--- config.mk ---
export PLATFORM = sky130hd
export DESIGN_NAME = pem_ctrl
export DESIGN_NICKNAME = d
export VERILOG_FILES = /design/src/rtl/pem_pkg.sv /design/src/rtl/pem_ctrl.sv
export VERILOG_INCLUDE_DIRS = /design/src /design/src/rtl
export SDC_FILE = /design/constraint.sdc
export NUM_CORES = 1
export LEC_CHECK = 0
export BUFFER_PORTS_ARGS = -buffer_cell sky130_fd_sc_hd__buf_2
export CAP_MARGIN = 20
export CORE_AREA = 2 2 39 41
export CTS_CLUSTER_SIZE = 14
export DETAILED_ROUTE_END_ITERATION = 6
export DIE_AREA = 0 0 41 43
export GPL_TIMING_DRIVEN = 0
export PLACE_DENSITY = 0.47
export SYNTH_ARGS = -nofsm -noshare
export SYNTH_HDL_FRONTEND = slang
export SYNTH_SLANG_ARGS = --single-unit
--- constraint.sdc ---
create_clock -name clk -period 3 [get_ports clk]
set_clock_uncertainty 0.1 [all_clocks]
set_input_delay 0.3 -clock clk [delete_from_list [all_inputs] [get_ports clk]]
set_output_delay 0.3 -clock clk [all_outputs]
set_load 0.03 [all_outputs]
--- src/rtl/prewitt_edge_magnitude_core_defines.svh ---
// ----------------------------------------------------------------------------
// Prewitt edge magnitude core - assertion macros
// Shared concurrent assertion helpers, clocked on clk, disabled in reset.
// ----------------------------------------------------------------------------
`ifndef PREWITT_EDGE_MAGNITUDE_CORE_DEFINES_SVH
`define PREWITT_EDGE_MAGNITUDE_CORE_DEFINES_SVH

// Check a condition on every clock edge outside reset.
`define PEM_ASSERT(label, cond, msg) \
	label: assert property (@(posedge clk) disable iff (!arst_n) (cond)) \
		else $error(msg);

// Check that a condition is followed by another on the next clock edge.
`define PEM_ASSERT_NEXT(label, pre, post, msg) \
	label: assert property (@(posedge clk) disable iff (!arst_n) (pre) |=> (post)) \
		else $error(msg);

`endif

--- src/rtl/pem_pkg.sv ---
// ----------------------------------------------------------------------------
// Prewitt edge magnitude package
// Types, codes and fixed widths shared by the controller and the datapath.
// ----------------------------------------------------------------------------
package pem_pkg;

	localparam int PIXEL_W       = 8;
	localparam int MAG_W         = 11;
	localparam int WIDTH_REG_W   = 11;
	localparam int HEIGHT_W      = 13;
	localparam int ROW_W         = 12;
	localparam int CFG_DATA_W    = 13;
	localparam int CFG_IDX_W     = 1;
	localparam int ABS_W         = 10;
	localparam int SUM_W         = 10;
	localparam int RAD_W         = 22;
	localparam int REM_W         = 12;
	localparam int ROOT_STEPS    = 11;
	localparam int STEP_W        = 4;
	localparam int MIN_DIM       = 3;
	localparam int HEIGHT_LIMIT  = 4096;
	localparam int WIDTH_RESET   = 640;
	localparam int HEIGHT_RESET  = 480;

	// Configuration register indexes
	localparam logic [CFG_IDX_W-1:0] CFG_IMAGE_WIDTH  = 1'd0;
	localparam logic [CFG_IDX_W-1:0] CFG_IMAGE_HEIGHT = 1'd1;

	typedef enum logic [2:0] {
		ST_IDLE,
		ST_UPDATE,
		ST_GRAD,
		ST_SQX,
		ST_SQY,
		ST_SQRT,
		ST_DONE
	} state_t;

	// Controller to datapath
	typedef struct packed {
		logic load_px;
		logic update;
		logic grad;
		logic sq_x;
		logic sq_y;
		logic root_step;
		logic load_out;
	} cmd_t;

	// Datapath to controller
	typedef struct packed {
		logic produce;
		logic root_last;
		logic out_free;
	} status_t;

endpackage

--- src/rtl/pem_ctrl.sv ---
// ----------------------------------------------------------------------------
// Prewitt edge magnitude controller
// Sequences one pixel through update, gradient, squares and root steps.
// ----------------------------------------------------------------------------
`include "prewitt_edge_magnitude_core_defines.svh"

module pem_ctrl (
	input  logic             clk,
	input  logic             arst_n,
	input  logic             s_tvalid,
	output logic             s_tready,
	input  pem_pkg::status_t st,
	output pem_pkg::cmd_t    cmd
);

	import pem_pkg::*;

	state_t state_q, state_d;

	always_ff @(posedge clk or negedge arst_n) begin
		if (!arst_n) begin
			state_q <= ST_IDLE;
		end else begin
			state_q <= state_d;
		end
	end

	always_comb begin
		state_d  = state_q;
		cmd      = '0;
		s_tready = 1'b0;
		case (state_q)
			ST_IDLE: begin
				s_tready = 1'b1;
				if (s_tvalid) begin
					cmd.load_px = 1'b1;
					state_d     = ST_UPDATE;
				end
			end
			ST_UPDATE: begin
				cmd.update = 1'b1;
				state_d    = st.produce ? ST_GRAD : ST_IDLE;
			end
			ST_GRAD: begin
				cmd.grad = 1'b1;
				state_d  = ST_SQX;
			end
			ST_SQX: begin
				cmd.sq_x = 1'b1;
				state_d  = ST_SQY;
			end
			ST_SQY: begin
				cmd.sq_y = 1'b1;
				state_d  = ST_SQRT;
			end
			ST_SQRT: begin
				cmd.root_step = 1'b1;
				if (st.root_last) begin
					state_d = ST_DONE;
				end
			end
			ST_DONE: begin
				// hold the result until the output register has room
				if (st.out_free) begin
					cmd.load_out = 1'b1;
					state_d      = ST_IDLE;
				end
			end
			default: begin
				state_d = ST_IDLE;
			end
		endcase
	end

	`PEM_ASSERT_NEXT(a_accept_updates, s_tvalid && s_tready, state_q == ST_UPDATE, "accept lost")
	`PEM_ASSERT_NEXT(a_root_ends, cmd.root_step && st.root_last, state_q == ST_DONE, "root overrun")
	`PEM_ASSERT_NEXT(a_load_returns, cmd.load_out, state_q == ST_IDLE, "no return to idle")

endmodule

==> results.sh <==
export IMPL_maxCapViolCount=0
export IMPL_synth_warnings=0
export IMPL_finalSetupTns_ps=0
export IMPL_vias=230
export IMPL_layout_drive_gt1_share_pct=47.6
export IMPL_cts_buffers=3
export IMPL_io_buffer_count=13
export IMPL_ys_ff_latch=3
export IMPL_cp_data_arrival_time_ps=1230
export IMPL_grt_pass1_wl_um=876
export IMPL_wirelength_um=546
export IMPL_fin_ws_ps=1370
export IMPL_cts_hold_buffers=1
export IMPL_period_share_pct=54.3
export IMPL_cts_htree_levels=1
export IMPL_area_growth_pct=54.8
export IMPL_peakVddDrop_mv=0.411
export IMPL_holdWs_ps=283
export IMPL_dr_pass1_iters=3
export IMPL_critPathLaunchType="flip-flop"
export IMPL_start_util_pct=16.0
export IMPL_antenna_found_initial=0
export IMPL_yosys_top_cells_area="dfrtp_1 34%, buf_6 10%, nand2b_1 8.5%"
export IMPL_largestRegisters="state_q (3)"
export IMPL_drc_errors=0
export IMPL_slew_limit_headroom_pct=84.3
export IMPL_cts_sinks=3
export IMPL_dieArea_um2=1760
export IMPL_power_density_nw_per_um2=1180
export IMPL_hold_viol_final=0
export IMPL_required_ps=2600
export IMPL_status="complete, no violations"
export IMPL_die_h_um=43
export IMPL_tightest_slew_ps=236
export IMPL_max_freq_mhz=614
export IMPL_grt_ovfl_total=0
export IMPL_drtIter0Drc=5
export IMPL_dpl_hpwl_um=398
export IMPL_mostFrequentLayoutCells="13 x buf_2, 3 x nand2b_1, 3 x clkbuf_4, 3 x dfrtp_1"
export IMPL_final_nets=49
export IMPL_crit_type="flip-flop to output port"
export IMPL_viasPerCell=3.97
export IMPL_yosysSeqAreaShare_pct=33.9
export IMPL_clk_pin_slew_worst_paths_ps=40
export IMPL_cts_repair_resized=0
export IMPL_crit_fanout=8
export IMPL_min_path_type="input pin to flip-flop"
export IMPL_yosysTopAreaCellShare_pct=33.9
export IMPL_clockRootBuffer="clkbuf_4"
export IMPL_synth_area_per_cell_um2=9.23
export IMPL_setup_viol_count_final=0
export IMPL_grt_max_degree=11
export IMPL_syn_instance_count=24
export IMPL_wl_per_cell_um=9.41
export IMPL_synth_cell_type_count=17
export IMPL_yosys_area_top_type="dfrtp_1"
export IMPL_p_leak_nw=0.182
export IMPL_gp_congestion=0.639
export IMPL_core_region_area_um2=1380
export IMPL_clockBufferDepth=2
export IMPL_cts_tree="done"
export IMPL_io_pins=14
export IMPL_clk_latency_ps=240
export IMPL_largest_register="state_q"
export IMPL_synthesis_area_um2=221
export IMPL_diodes=0
export IMPL_die_w_um=41
export IMPL_largest_register_ffs=3
export IMPL_crit_path_end_kind="output port"
export IMPL_min_period_ps=1630
export IMPL_power_mw=0.403
export IMPL_dp_worst_setup_slack_ps=1620
export IMPL_syn_num_nets=30
export IMPL_layout_commonest_cell="buf_2"
export IMPL_post_cts_buffers=0
export IMPL_antenna_left=0
export IMPL_num_rows=14
export IMPL_maxSlewViolCount=0
export IMPL_grt_pass1_vias=227
export IMPL_rsz0062_at_grt="no"
export IMPL_grtUsageTotal_pct=8.13
power breakdown:
group | switching [mW] | internal [mW]
sequential | 0.0207 | 0.0598
combinational | 0.153 | 0.0972
clock | 0.0223 | 0.0499
total | 0.196 | 0.207
worst max-delay path, cell delays in order, from the launching register on:
cell and delay, ps:
dfrtp_1 450, nor3_2 220, and2_1 140, buf_2 190
cell families after synthesis:
group,Yosys count,synth area share (%)
buffers and inverters,3,11.9
multiplexers,1,4.52
flip-flops,3,33.9
AO/OA/AOI/OAI,4,12.4
AND/OR/NAND/NOR,13,37.3
stage by stage:
| step | std cells | instance area, um2 | util, % |
|---|---|---|---|
| after floorplan | 24 | 221 | - |
| after global placement | 53 | 307 | 22.2 |
| after detailed placement | 53 | 307 | 22.2 |
| after CTS | 58 | 343 | 24.8 |
| after global routing | 58 | 343 | 24.8 |
| final | 58 | 343 | 24.8 |
path summary, 6_finish.rpt:
| path | slack [ps] | to | depth (start not counted) | from |
|---|---|---|---|---|
| worst max-delay path | 1370 | cmd[6] | 3 | state_q[0] |
| worst min-delay path | 280 | state_q[0] | 3 | st[1] |
| worst max register to register | 1950 | state_q[2] | 3 | state_q[2] |
| worst min register to register | 490 | state_q[0] | 2 | state_q[1] |
| max in group asynchronous | 2400 | state_q[2] | 2 | arst_n |
| min in group asynchronous | 290 | state_q[0] | 2 | arst_n |
routing by layer:
| layer | share of wire (%) | up-vias | GRT usage (%) | routed length [um] |
|---|---|---|---|---|
| met5 | 0 | - | 0 | 0 |
| met4 | 0 | 0 | 10.0 | 0 |
| met3 | 7.0 | 0 | 3.14 | 38 |
| met2 | 47 | 9 | 9.69 | 259 |
| met1 | 45 | 100 | 9.32 | 247 |
| li1 | - | 121 | - | - |
area by class of cell:
type / instances / area [um2]
inverters: 1 / 3.75
fillers: 159 / 1040
flip-flops and latches: 3 / 75.1
clock buffers: 4 / 26.3
well taps: 16 / 20.0
plain buffers: 2 / 22.5
multi-input cells: 18 / 120
repair buffers: 14 / 75.1
Yosys cell counts:
master,n
nand2b_1,3
nor3_2,1
inv_1,1
nor3_1,2
and2_2,1
a21o_1,1
and3b_1,1
a221oi_1,1
nor2b_1,1
and2_1,1
o21ai_0,1
dfrtp_1,3
nor2_1,2
nor3b_1,1
o22ai_1,1
buf_6,2
mux2i_1,1
No activity file was read; power rests on OpenSTA's default activity.
